--- config.mk ---
export PLATFORM = sky130hd
export DESIGN_NAME = nested_argument_splitter_unit_flat
export DESIGN_NICKNAME = d
export VERILOG_FILES = /design/src/rtl/nas_pkg.sv /design/src/rtl/nas_if.sv /design/src/rtl/nas_cfg.sv /design/src/rtl/nas_scan.sv /design/src/rtl/nas_outq.sv /design/src/rtl/nested_argument_splitter_unit.sv /design/src/flat_wrapper.sv
export VERILOG_INCLUDE_DIRS = /design/src /design/src/rtl
export SDC_FILE = /design/constraint.sdc
export NUM_CORES = 1
export LEC_CHECK = 0
export ABC_AREA = 0
export BUFFER_PORTS_ARGS = -buffer_cell sky130_fd_sc_hd__buf_2
export CAP_MARGIN = 20
export CORE_ASPECT_RATIO = 2
export CORE_UTILIZATION = 45
export CTS_CLUSTER_SIZE = 8
export DETAILED_ROUTE_END_ITERATION = 12
export PLACE_DENSITY = 0.74
export SLEW_MARGIN = 5
export SYNTH_ARGS = -nofsm -noshare
export SYNTH_HDL_FRONTEND = slang
export SYNTH_HIERARCHICAL = 1
export SYNTH_SLANG_ARGS = --single-unit
--- constraint.sdc ---
create_clock -name i_clk -period 6.1 [get_ports i_clk]
set_input_delay 0.61 -clock i_clk [delete_from_list [all_inputs] [get_ports i_clk]]
set_output_delay 0.61 -clock i_clk [all_outputs]
set_load 0.005 [all_outputs]
--- src/rtl/assert_macros.svh ---
// Assertion helpers shared by the RTL files.
`ifndef ASSERT_MACROS_SVH
`define ASSERT_MACROS_SVH

// Same-cycle implication, checked outside reset.
`define ASSERT_IMPL(lbl, clk, rst_n, ante, cons) \
    lbl: assert property (@(posedge clk) disable iff (!(rst_n)) (ante) |-> (cons)) \
        else $error("assertion failed: same-cycle implication");

// Next-cycle implication, checked outside reset.
`define ASSERT_NEXT(lbl, clk, rst_n, ante, cons) \
    lbl: assert property (@(posedge clk) disable iff (!(rst_n)) (ante) |=> (cons)) \
        else $error("assertion failed: next-cycle implication");

`endif

--- src/rtl/nas_pkg.sv ---
`timescale 1ns / 1ps
package nas_pkg;

    localparam int ARG_W = 13;
    localparam int CHAR_W = 8;
    localparam int APB_AW = 4;
    localparam int APB_DW = 32;

    localparam logic [ARG_W-1:0] ARGNUM_MAX = 13'd8191;
    localparam logic [ARG_W-1:0] ARGNUM_ONE = 13'd1;

    localparam logic [CHAR_W-1:0] CH_SPACE  = 8'h20;
    localparam logic [CHAR_W-1:0] CH_LPAREN = 8'h28;
    localparam logic [CHAR_W-1:0] CH_RPAREN = 8'h29;
    localparam logic [CHAR_W-1:0] CH_LBRACK = 8'h5B;
    localparam logic [CHAR_W-1:0] CH_RBRACK = 8'h5D;
    localparam logic [CHAR_W-1:0] CH_LBRACE = 8'h7B;
    localparam logic [CHAR_W-1:0] CH_RBRACE = 8'h7D;

    localparam logic [CHAR_W-1:0] RST_DELIM  = 8'd44;
    localparam logic [CHAR_W-1:0] RST_QUOTE  = 8'd34;
    localparam logic [CHAR_W-1:0] RST_ESCAPE = 8'd92;

    // Register indexes on the APB port (byte address = 4 * index).
    localparam logic [1:0] REG_DELIM  = 2'd0;
    localparam logic [1:0] REG_QUOTE  = 2'd1;
    localparam logic [1:0] REG_ESCAPE = 2'd2;

    // Result queue: two pushes and one pop per cycle.
    localparam int QDEPTH = 4;
    localparam int QIDX_W = 2;
    localparam int QCNT_W = 3;
    localparam logic [QCNT_W-1:0] QROOM2 = 3'd2;

    typedef struct packed {
        logic [CHAR_W-1:0] delim;
        logic [CHAR_W-1:0] quote;
        logic [CHAR_W-1:0] escape;
    } t_cfg;

    typedef struct packed {
        logic [ARG_W-1:0]        index;
        logic signed [ARG_W-1:0] start;
        logic signed [ARG_W-1:0] fin;
        logic                    present;
        logic                    done;
        logic [ARG_W-1:0]        total;
    } t_result;

    // Up to two results per character: a closed argument, then the final one.
    typedef struct packed {
        logic    v0;
        logic    v1;
        t_result r0;
        t_result r1;
    } t_push;

endpackage

--- src/rtl/nas_if.sv ---
`timescale 1ns / 1ps
interface nas_in_if;
    logic       valid;
    logic       ready;
    logic [7:0] char_code;
    logic       last_char;

    modport source (output valid, output char_code, output last_char, input ready);
    modport sink (input valid, input char_code, input last_char, output ready);
endinterface

interface nas_out_if;
    logic               valid;
    logic               ready;
    logic [12:0]        arg_index;
    logic signed [12:0] arg_start;
    logic signed [12:0] arg_end;
    logic               arg_present;
    logic               string_done;
    logic [12:0]        arg_total;

    modport source (output valid, output arg_index, output arg_start, output arg_end,
                    output arg_present, output string_done, output arg_total,
                    input ready);
    modport sink (input valid, input arg_index, input arg_start, input arg_end,
                  input arg_present, input string_done, input arg_total,
                  output ready);
endinterface

--- src/rtl/nas_cfg.sv ---
`timescale 1ns / 1ps
module nas_cfg (
    input  logic                        i_clk,
    input  logic                        i_rst_n,
    input  logic                        psel,
    input  logic                        penable,
    input  logic                        pwrite,
    input  logic [nas_pkg::APB_AW-1:0]  paddr,
    input  logic [nas_pkg::APB_DW-1:0]  pwdata,
    output logic [nas_pkg::APB_DW-1:0]  prdata,
    output logic                        pready,
    output nas_pkg::t_cfg               o_cfg
);

    nas_pkg::t_cfg r_cfg;
    logic          wr_en;
    logic [1:0]    reg_idx;

    assign pready  = 1'b1;
    assign wr_en   = psel && penable && pwrite;
    assign reg_idx = paddr[3:2];

    always_ff @(posedge i_clk) begin
        if (!i_rst_n) begin
            r_cfg.delim  <= nas_pkg::RST_DELIM;
            r_cfg.quote  <= nas_pkg::RST_QUOTE;
            r_cfg.escape <= nas_pkg::RST_ESCAPE;
        end else if (wr_en) begin
            case (reg_idx)
                nas_pkg::REG_DELIM:  r_cfg.delim  <= pwdata[7:0];
                nas_pkg::REG_QUOTE:  r_cfg.quote  <= pwdata[7:0];
                nas_pkg::REG_ESCAPE: r_cfg.escape <= pwdata[7:0];
                default: ;
            endcase
        end
    end

    always_comb begin
        case (reg_idx)
            nas_pkg::REG_DELIM:  prdata = {24'd0, r_cfg.delim};
            nas_pkg::REG_QUOTE:  prdata = {24'd0, r_cfg.quote};
            nas_pkg::REG_ESCAPE: prdata = {24'd0, r_cfg.escape};
            default:             prdata = '0;
        endcase
    end

    assign o_cfg = r_cfg;

endmodule

--- src/rtl/nas_scan.sv ---
`timescale 1ns / 1ps
`include "assert_macros.svh"
module nas_scan #(
    parameter int MAX_STRING_LENGTH = 4096,
    parameter int DEPTH_BITS        = 8
) (
    input  logic                         i_clk,
    input  logic                         i_rst_n,
    input  logic                         i_accept,
    input  logic [nas_pkg::CHAR_W-1:0]   i_char,
    input  logic                         i_last,
    input  nas_pkg::t_cfg                i_cfg,
    output nas_pkg::t_push               o_push
);

    localparam int POS_W = $clog2(MAX_STRING_LENGTH);
    localparam logic [POS_W-1:0] POS_LAST = POS_W'(MAX_STRING_LENGTH - 1);
    localparam logic signed [DEPTH_BITS-1:0] DEPTH_HI = {1'b0, {(DEPTH_BITS-1){1'b1}}};
    localparam logic signed [DEPTH_BITS-1:0] DEPTH_LO = {1'b1, {(DEPTH_BITS-1){1'b0}}};
    localparam logic signed [nas_pkg::ARG_W-1:0] MINUS_ONE = '1;

    logic [POS_W-1:0]                   r_pos, n_pos;
    logic                               r_in_arg, n_in_arg;
    logic signed [DEPTH_BITS-1:0]       r_depth, n_depth;
    logic                               r_quotes, n_quotes;
    logic [nas_pkg::ARG_W-1:0]          r_argn, n_argn;
    logic signed [nas_pkg::ARG_W-1:0]   r_start, n_start;
    logic                               r_lns_ok, n_lns_ok;
    logic signed [nas_pkg::ARG_W-1:0]   r_lns, n_lns;
    logic [nas_pkg::CHAR_W-1:0]         r_prev, n_prev;

    always_ff @(posedge i_clk) begin
        if (!i_rst_n) begin
            r_pos    <= '0;
            r_in_arg <= 1'b0;
            r_depth  <= '0;
            r_quotes <= 1'b0;
            r_argn   <= nas_pkg::ARGNUM_ONE;
            r_start  <= MINUS_ONE;
            r_lns_ok <= 1'b0;
            r_lns    <= MINUS_ONE;
            r_prev   <= '0;
        end else begin
            r_pos    <= n_pos;
            r_in_arg <= n_in_arg;
            r_depth  <= n_depth;
            r_quotes <= n_quotes;
            r_argn   <= n_argn;
            r_start  <= n_start;
            r_lns_ok <= n_lns_ok;
            r_lns    <= n_lns;
            r_prev   <= n_prev;
        end
    end

    always_comb begin
        logic                             is_space;
        logic                             is_open;
        logic                             is_close;
        logic                             closed;
        logic signed [nas_pkg::ARG_W-1:0] pos13;

        is_space = (i_char == nas_pkg::CH_SPACE);
        is_open  = (i_char == nas_pkg::CH_LPAREN) || (i_char == nas_pkg::CH_LBRACK) ||
                   (i_char == nas_pkg::CH_LBRACE);
        is_close = (i_char == nas_pkg::CH_RPAREN) || (i_char == nas_pkg::CH_RBRACK) ||
                   (i_char == nas_pkg::CH_RBRACE);
        pos13    = nas_pkg::ARG_W'(r_pos);
        closed   = 1'b0;

        n_pos    = r_pos;
        n_in_arg = r_in_arg;
        n_depth  = r_depth;
        n_quotes = r_quotes;
        n_argn   = r_argn;
        n_start  = r_start;
        n_lns_ok = r_lns_ok;
        n_lns    = r_lns;
        n_prev   = r_prev;
        o_push   = '0;

        if (i_accept) begin
            // open an argument on the first non-space character
            if (!r_in_arg && !is_space) begin
                n_in_arg = 1'b1;
                n_start  = pos13;
                n_lns_ok = 1'b0;
            end

            if (n_in_arg) begin
                if (i_char != i_cfg.delim) begin
                    if (!r_quotes && is_open) begin
                        if (r_depth != DEPTH_HI) n_depth = r_depth + 1'b1;
                    end else if (!r_quotes && is_close) begin
                        if (r_depth != DEPTH_LO) n_depth = r_depth - 1'b1;
                    end else if (i_char == i_cfg.quote &&
                                 !(r_pos != '0 && r_prev == i_cfg.escape)) begin
                        n_quotes = !r_quotes;
                    end
                end else if (r_depth == '0 && !r_quotes) begin
                    o_push.v0            = 1'b1;
                    o_push.r0.index      = r_argn;
                    o_push.r0.start      = n_start;
                    o_push.r0.fin        = n_lns_ok ? n_lns : n_start - 1'b1;
                    o_push.r0.present    = 1'b1;
                    o_push.r0.done       = 1'b0;
                    o_push.r0.total      = '0;
                    if (r_argn != nas_pkg::ARGNUM_MAX) n_argn = r_argn + 1'b1;
                    n_in_arg = 1'b0;
                    n_start  = MINUS_ONE;
                    n_lns_ok = 1'b0;
                    closed   = 1'b1;
                end
                if (!closed && !is_space) begin
                    n_lns_ok = 1'b1;
                    n_lns    = pos13;
                end
            end

            if (i_last) begin
                o_push.v1         = 1'b1;
                o_push.r1.index   = n_argn;
                o_push.r1.done    = 1'b1;
                o_push.r1.total   = n_argn;
                if (n_in_arg) begin
                    o_push.r1.start   = n_start;
                    o_push.r1.fin     = n_lns_ok ? n_lns : n_start - 1'b1;
                    o_push.r1.present = 1'b1;
                end else begin
                    o_push.r1.start   = MINUS_ONE;
                    o_push.r1.fin     = MINUS_ONE;
                    o_push.r1.present = 1'b0;
                end
                // drop all per-string state
                n_pos    = '0;
                n_in_arg = 1'b0;
                n_depth  = '0;
                n_quotes = 1'b0;
                n_argn   = nas_pkg::ARGNUM_ONE;
                n_start  = MINUS_ONE;
                n_lns_ok = 1'b0;
                n_lns    = MINUS_ONE;
                n_prev   = '0;
            end else begin
                n_prev = i_char;
                n_pos  = (r_pos == POS_LAST) ? '0 : r_pos + 1'b1;
            end
        end
    end

    `ASSERT_NEXT(a_last_clears, i_clk, i_rst_n, i_accept && i_last,
                 r_pos == '0 && r_argn == nas_pkg::ARGNUM_ONE && !r_in_arg && r_depth == '0)
    `ASSERT_NEXT(a_close_leaves_arg, i_clk, i_rst_n, o_push.v0 && !i_last,
                 !r_in_arg && r_start == MINUS_ONE)
    `ASSERT_IMPL(a_close_needs_level, i_clk, i_rst_n, o_push.v0,
                 r_depth == '0 && !r_quotes && i_char == i_cfg.delim)

endmodule

--- src/rtl/nas_outq.sv ---
`timescale 1ns / 1ps
`include "assert_macros.svh"
module nas_outq (
    input  logic              i_clk,
    input  logic              i_rst_n,
    input  nas_pkg::t_push    i_push,
    input  logic              i_pop,
    output logic              o_room,
    output logic              o_valid,
    output nas_pkg::t_result  o_head
);

    nas_pkg::t_result                r_mem [nas_pkg::QDEPTH];
    logic [nas_pkg::QIDX_W-1:0]      r_wp, n_wp;
    logic [nas_pkg::QIDX_W-1:0]      r_rp, n_rp;
    logic [nas_pkg::QCNT_W-1:0]      r_count, n_count;
    logic [nas_pkg::QIDX_W-1:0]      wp1;
    logic                            pop_en;

    assign o_valid = (r_count != '0);
    assign o_room  = (r_count <= nas_pkg::QROOM2);
    assign o_head  = r_mem[r_rp];
    assign pop_en  = i_pop && o_valid;
    assign wp1     = r_wp + nas_pkg::QIDX_W'(i_push.v0);

    always_comb begin
        n_wp    = r_wp + nas_pkg::QIDX_W'(i_push.v0) + nas_pkg::QIDX_W'(i_push.v1);
        n_rp    = r_rp + nas_pkg::QIDX_W'(pop_en);
        n_count = r_count + nas_pkg::QCNT_W'(i_push.v0) + nas_pkg::QCNT_W'(i_push.v1)
                  - nas_pkg::QCNT_W'(pop_en);
    end

    always_ff @(posedge i_clk) begin
        if (!i_rst_n) begin
            r_wp    <= '0;
            r_rp    <= '0;
            r_count <= '0;
        end else begin
            r_wp    <= n_wp;
            r_rp    <= n_rp;
            r_count <= n_count;
        end
    end

    always_ff @(posedge i_clk) begin
        if (i_push.v0) r_mem[r_wp] <= i_push.r0;
        if (i_push.v1) r_mem[wp1]  <= i_push.r1;
    end

    `ASSERT_IMPL(a_count_bound, i_clk, i_rst_n, 1'b1,
                 r_count <= nas_pkg::QCNT_W'(nas_pkg::QDEPTH))
    `ASSERT_IMPL(a_push_has_room, i_clk, i_rst_n, i_push.v0 || i_push.v1, o_room)
    `ASSERT_NEXT(a_pop_only, i_clk, i_rst_n, pop_en && !i_push.v0 && !i_push.v1,
                 r_count == $past(r_count) - 1'b1)

endmodule

--- src/rtl/nested_argument_splitter_unit.sv ---
`timescale 1ns / 1ps
// Nested argument splitter: scans a string one character word at a time and
// reports each argument (index, start, end, present flag) as an output word.
// Input channel i_in carries char_code and last_char; output channel o_out
// carries one argument word. A delimiter closes an argument only at bracket
// depth zero and outside quotes. The character flagged last_char yields the
// final argument word with string_done and arg_total set.
// Result words for an accepted character are registered in the result queue
// and reach o_out in the next cycle when the queue is empty.
// Throughput: one character per cycle. Each character yields zero, one or
// two argument words; a four-entry result queue takes two and gives one per
// cycle, and i_in.ready drops while fewer than two entries are free.
// Receiver stall: words wait in the queue; once it holds three the input stalls.
// Reset (i_rst_n low, synchronous): the queue empties, scan state returns to
// position zero / argument one, and the registers take delimiter 44, quote
// 34, escape 92. Registers sit on the APB port at byte addresses 0, 4, 8 and
// are to be written by the user only while the block is idle; the block does not enforce this.
module nested_argument_splitter_unit #(
    parameter int MAX_STRING_LENGTH = 4096,
    parameter int DEPTH_BITS        = 8
) (
    input  logic                        i_clk,
    input  logic                        i_rst_n,
    nas_in_if.sink                      i_in,
    nas_out_if.source                   o_out,
    input  logic                        psel,
    input  logic                        penable,
    input  logic                        pwrite,
    input  logic [nas_pkg::APB_AW-1:0]  paddr,
    input  logic [nas_pkg::APB_DW-1:0]  pwdata,
    output logic [nas_pkg::APB_DW-1:0]  prdata,
    output logic                        pready
);

    nas_pkg::t_cfg    cfg;
    nas_pkg::t_push   push;
    nas_pkg::t_result head;
    logic             room;
    logic             accept;

    // hold input while the queue cannot take two words
    assign i_in.ready = room;
    assign accept     = i_in.valid && room;

    nas_cfg u_cfg (
        .i_clk   (i_clk),
        .i_rst_n (i_rst_n),
        .psel    (psel),
        .penable (penable),
        .pwrite  (pwrite),
        .paddr   (paddr),
        .pwdata  (pwdata),
        .prdata  (prdata),
        .pready  (pready),
        .o_cfg   (cfg)
    );

    nas_scan #(
        .MAX_STRING_LENGTH (MAX_STRING_LENGTH),
        .DEPTH_BITS        (DEPTH_BITS)
    ) u_scan (
        .i_clk    (i_clk),
        .i_rst_n  (i_rst_n),
        .i_accept (accept),
        .i_char   (i_in.char_code),
        .i_last   (i_in.last_char),
        .i_cfg    (cfg),
        .o_push   (push)
    );

    nas_outq u_outq (
        .i_clk   (i_clk),
        .i_rst_n (i_rst_n),
        .i_push  (push),
        .i_pop   (o_out.ready),
        .o_room  (room),
        .o_valid (o_out.valid),
        .o_head  (head)
    );

    // advance the queue head onto the output channel
    assign o_out.arg_index   = head.index;
    assign o_out.arg_start   = head.start;
    assign o_out.arg_end     = head.fin;
    assign o_out.arg_present = head.present;
    assign o_out.string_done = head.done;
    assign o_out.arg_total   = head.total;

endmodule
--- src/flat_wrapper.sv ---
// flat-port wrapper written by rule: the top's interface ports become plain ports
module nested_argument_splitter_unit_flat 
#(
    parameter int MAX_STRING_LENGTH = 4096,
    parameter int DEPTH_BITS        = 8
)
  (i_clk, i_rst_n, psel, penable, pwrite, paddr, pwdata, prdata, pready, i_in_valid, i_in_char_code, i_in_last_char, i_in_ready, o_out_valid, o_out_arg_index, o_out_arg_start, o_out_arg_end, o_out_arg_present, o_out_string_done, o_out_arg_total, o_out_ready);
  nas_in_if i_in_i ();
  nas_out_if o_out_i ();
  input  logic i_clk;
  input  logic i_rst_n;
  input  logic psel;
  input  logic penable;
  input  logic pwrite;
  input  logic [nas_pkg::APB_AW-1:0] paddr;
  input  logic [nas_pkg::APB_DW-1:0] pwdata;
  output logic [nas_pkg::APB_DW-1:0] prdata;
  output logic pready;
  input wire logic [$bits(i_in_i.valid)-1:0] i_in_valid;
  input wire logic [$bits(i_in_i.char_code)-1:0] i_in_char_code;
  input wire logic [$bits(i_in_i.last_char)-1:0] i_in_last_char;
  output wire logic [$bits(i_in_i.ready)-1:0] i_in_ready;
  output wire logic [$bits(o_out_i.valid)-1:0] o_out_valid;
  output wire logic [$bits(o_out_i.arg_index)-1:0] o_out_arg_index;
  output wire logic [$bits(o_out_i.arg_start)-1:0] o_out_arg_start;
  output wire logic [$bits(o_out_i.arg_end)-1:0] o_out_arg_end;
  output wire logic [$bits(o_out_i.arg_present)-1:0] o_out_arg_present;
  output wire logic [$bits(o_out_i.string_done)-1:0] o_out_string_done;
  output wire logic [$bits(o_out_i.arg_total)-1:0] o_out_arg_total;
  input wire logic [$bits(o_out_i.ready)-1:0] o_out_ready;
  assign i_in_i.valid = i_in_valid;
  assign i_in_i.char_code = i_in_char_code;
  assign i_in_i.last_char = i_in_last_char;
  assign i_in_ready = i_in_i.ready;
  assign o_out_valid = o_out_i.valid;
  assign o_out_arg_index = o_out_i.arg_index;
  assign o_out_arg_start = o_out_i.arg_start;
  assign o_out_arg_end = o_out_i.arg_end;
  assign o_out_arg_present = o_out_i.arg_present;
  assign o_out_string_done = o_out_i.string_done;
  assign o_out_arg_total = o_out_i.arg_total;
  assign o_out_i.ready = o_out_ready;
  nested_argument_splitter_unit #(.MAX_STRING_LENGTH(MAX_STRING_LENGTH), .DEPTH_BITS(DEPTH_BITS)) u_core (.i_clk(i_clk), .i_rst_n(i_rst_n), .i_in(i_in_i), .o_out(o_out_i), .psel(psel), .penable(penable), .pwrite(pwrite), .paddr(paddr), .pwdata(pwdata), .prdata(prdata), .pready(pready));
endmodule
==> reports/metrics.cfg <==
[outcome]
status=finished, final reports clean

[clock_tree]
cts_made_buffers=45
clock-sinks=317
cts_buffer_depth=3
postCtsHoldBufs=0
htreeDepth=2
root_buffer=clkbuf_16
post_cts_buffers=0
cts.clk_slew.worst_paths_ns=0.05
ctsResizeCount=0
cts_tree=built
insertion_delay_ns=0.55

[route]
wl_met1_mm=16.1
drt_iter0_drc=819
wl_met2_mm=23.1
num_vias=12000
via_per_inst=5.74
dr_wl_met3_mm=1.93
drcViolationCount=0
drtAntennaViolNets=0
dr.pass1.iters=5
post_drt_wl_per_cell_um=20.8
highest_layer=met4
drt_wl_total_mm=43.4

[logic_synthesis]
synth_compound_area_frac=0.0610
synth_cell_types=70
synth_top_area_frac=0.365
yosysWarningCount=6
synth_edf_count=216
synthXorXnorAreaFrac=0.0345
synth.area.mux_share=0.236
async_reset_ff_frac=0
netlist_instances=1494
ys_seq_area_frac=0.479
avgSynthCellArea_um2=11.9
synth_top_flop_cell=edfxtp_1
synth_simple_gate_area_frac=0.113
synth_area_um2=17800
synth_top_family_by_area=multiplexers
synth_area_leader_cell=edfxtp_1
ys_ff_latch=317
yosys-top-cells-area=edfxtp_1 (37%), mux2_2 (14%), dfxtp_1 (11%), mux4_2 (6.8%), nand2_1 (2.9%)
synth_adder_area_share=0.0147

[timing]
finalSetupTns_ns=0
finalHoldViolations=0
min_period_ns=4.65
finalCritPeriodShare=0.763
slew_headroom=0.166
finalClockSkew_ns=0.0196
tightest_slew_ns=1.24
fmax_mhz=215
rsz0062_at_grt=no
slew_violations=0
hold_ws_ns=0.314
setup_viol=0

[worst_setup_path]
worstPathArrival_ns=4.95
cp_slowest_stage_delay_ns=0.67
cp.required_ns=6.40
crit_type=reg2reg
setup.worst_path.end_class=register
cp_max_fo=54
slowest_stage=buf_4
startpoint_type=register
path_cells=xor2_1, nor4_1, nand3_1, or3_1, inv_1, ha_1, xnor2_2, and3b_2, buf_4, mux2_2

[grt]
grt_pass1_wl_mm=68.2
grt_pass1_vias=12400
antenna_found_initial=0
grt_overflow=0
grt_max_degree=63
track_usage=0.219

[placed_design]
place_area_um2=18300
hpwl_mm=28.0
finalWeightedCongestion=0.920
io_buffer_count=89

[finish]
syn_to_final_growth_pct=10.1
diodes=0
design_area_um2=19600
nets=1604
drive_above_1_share=0.290

[worst_hold_path]
hold_path_class=in2reg

[die]
die_h_um=283
core-area_um2=38800
die_x_um=142
fp.dieArea_um2=40300
io-pin-count=141
num_rows=102
initial_core_util=0.458

[run]
maxCapViolations=0

[power_and_ir_drop]
ir_worst_vdd_v=0.000188
leakage_uw=0.00719
p_per_area_nw_per_um2=333

==> state kept, by name (all words and copies together) (netlist names) <==
name                    flops
u_core/u_scan/r_prev        8
u_core/u_outq/r_mem       216
u_core/u_scan/r_pos        12
u_core/u_outq/r_count       3
u_core/u_scan/r_quotes      1
u_core/u_scan/r_start      13
u_core/u_scan/r_argn       13
u_core/u_scan/r_lns_ok      1
u_core/u_scan/r_lns        13
u_core/u_outq/r_wp          2
u_core/u_cfg/o_cfg         24
u_core/u_scan/r_in_arg      1
u_core/u_outq/r_rp          2
u_core/u_scan/r_depth       8
==> critical path: cells and delay by family, from the launching register on <==
kind,cells,cell delay [ns]
XOR/XNOR,2,0.45
adder cells (fa/ha/maj),1,0.30
buffers and inverters,2,1.16
flip-flops,1,0.34
multiplexers,1,0.43
AND/OR/NAND/NOR,4,1.69
==> layout make-up <==
| class | count | area (um2) |
|---|---|---|
| well taps | 520 | 651 |
| flip-flops and latches | 317 | 8510 |
| multi-input cells | 1035 | 8380 |
| fillers | 3415 | 19200 |
| clock inverters | 2 | 40.0 |
| repair buffers | 110 | 628 |
| inverters | 24 | 90.1 |
| clock buffers | 75 | 1250 |
==> Yosys cell counts, types with 4 or more instances <==
cell type	number
clkbuf_1	45
nor3_1	10
mux2i_1	50
buf_6	20
o21ai_0	32
a31oi_1	5
nand4_1	13
buf_4	62
ha_1	16
xor2_1	46
xnor2_1	22
a211oi_1	9
nor2b_1	17
nor2_1	91
o211ai_1	5
mux4_2	54
o21a_1	10
nor4_1	17
o221ai_1	4
a21boi_0	5
or3_1	16
buf_2	19
edfxtp_1	216
and3_1	11
o22ai_1	9
nand2_1	138
a21oi_1	60
o41ai_1	4
nand2b_1	6
nand3_1	41
o21bai_1	10
buf_1	8
o31ai_1	5
and2_1	28
inv_1	23
mux2_2	219
dfxtp_1	101
==> metrics by stage <==
stage	setup slack (ns)	power [uW]	cells	util
2_1_floorplan	0.284	3750	1530	-
3_3_place_gp	1.15	4220	2006	0.471
3_5_place_dp	1.07	4240	2006	0.471
4_1_cts	1.46	6560	2083	0.504
5_1_grt	1.24	6790	2083	0.504
6_report	1.45	6510	2083	0.504
==> placed cells by master, fill, tap and decap left out, types with 16 or more instances in the layout <==
| cell | synthesis | layout |
|---|---|---|
| a21oi_1 | 60 | 60 |
| mux2_2 | 219 | 219 |
| mux2i_1 | 50 | 50 |
| buf_2 | 19 | 89 |
| mux4_2 | 54 | 54 |
| nand3_1 | 41 | 41 |
| nor2_1 | 91 | 91 |
| inv_1 | 23 | 23 |
| conb_1 | 3 | 39 |
| or3_1 | 16 | 16 |
| xor2_1 | 46 | 46 |
| ha_1 | 16 | 16 |
| nand2_1 | 138 | 138 |
| nor4_1 | 17 | 17 |
| clkbuf_1 | 45 | 29 |
| xnor2_1 | 22 | 22 |
| o21ai_0 | 32 | 32 |
| nor2b_1 | 17 | 17 |
| clkbuf_16 | 0 | 45 |
| and2_1 | 28 | 28 |
| buf_4 | 62 | 19 |
| edfxtp_1 | 216 | 216 |
| dfxtp_1 | 101 | 99 |
==> layer usage <==
layer / up-vias / track usage
li1: 5492 / -
met1: 5930 / 0.237
met2: 409 / 0.401
met3: 121 / 0.0275
met4: 0 / 0.124
met5: - / 0
==> kinds of logic after synthesis <==
family	count (synthesis)
buffers and inverters	178
other	3
AO/OA/AOI/OAI	174
XOR/XNOR	69
multiplexers	324
adder cells (fa/ha/maj)	19
AND/OR/NAND/NOR	410
flip-flops	317
==> path summary, 6_finish.rpt <==
kind	from	to	slack, ns	depth (start not counted)
worst max-delay path	u_core/u_cfg/o_cfg[18]$_SDFFE_PN1P_	u_core/u_outq/r_mem[0][39]$_DFFE_PP_	1.45	10
worst max register to register	u_core/u_cfg/o_cfg[18]$_SDFFE_PN1P_	u_core/u_outq/r_mem[0][39]$_DFFE_PP_	1.45	10
worst min register to register	u_core/u_scan/r_lns[12]$_SDFFE_PN1P_	u_core/u_scan/r_lns[12]$_SDFFE_PN1P_	0.46	2
worst min-delay path	pwdata[3]	u_core/u_cfg/o_cfg[11]$_SDFFE_PN0P_	0.31	3
==> power by group <==
group | leakage [uW] | switching, uW | internal, uW
clock | 0.000616 | 927 | 1390
sequential | 0.00289 | 182 | 2460
combinational | 0.00368 | 834 | 718
total | 0.00719 | 1940 | 4560
Power figures use the tool's default switching activity.
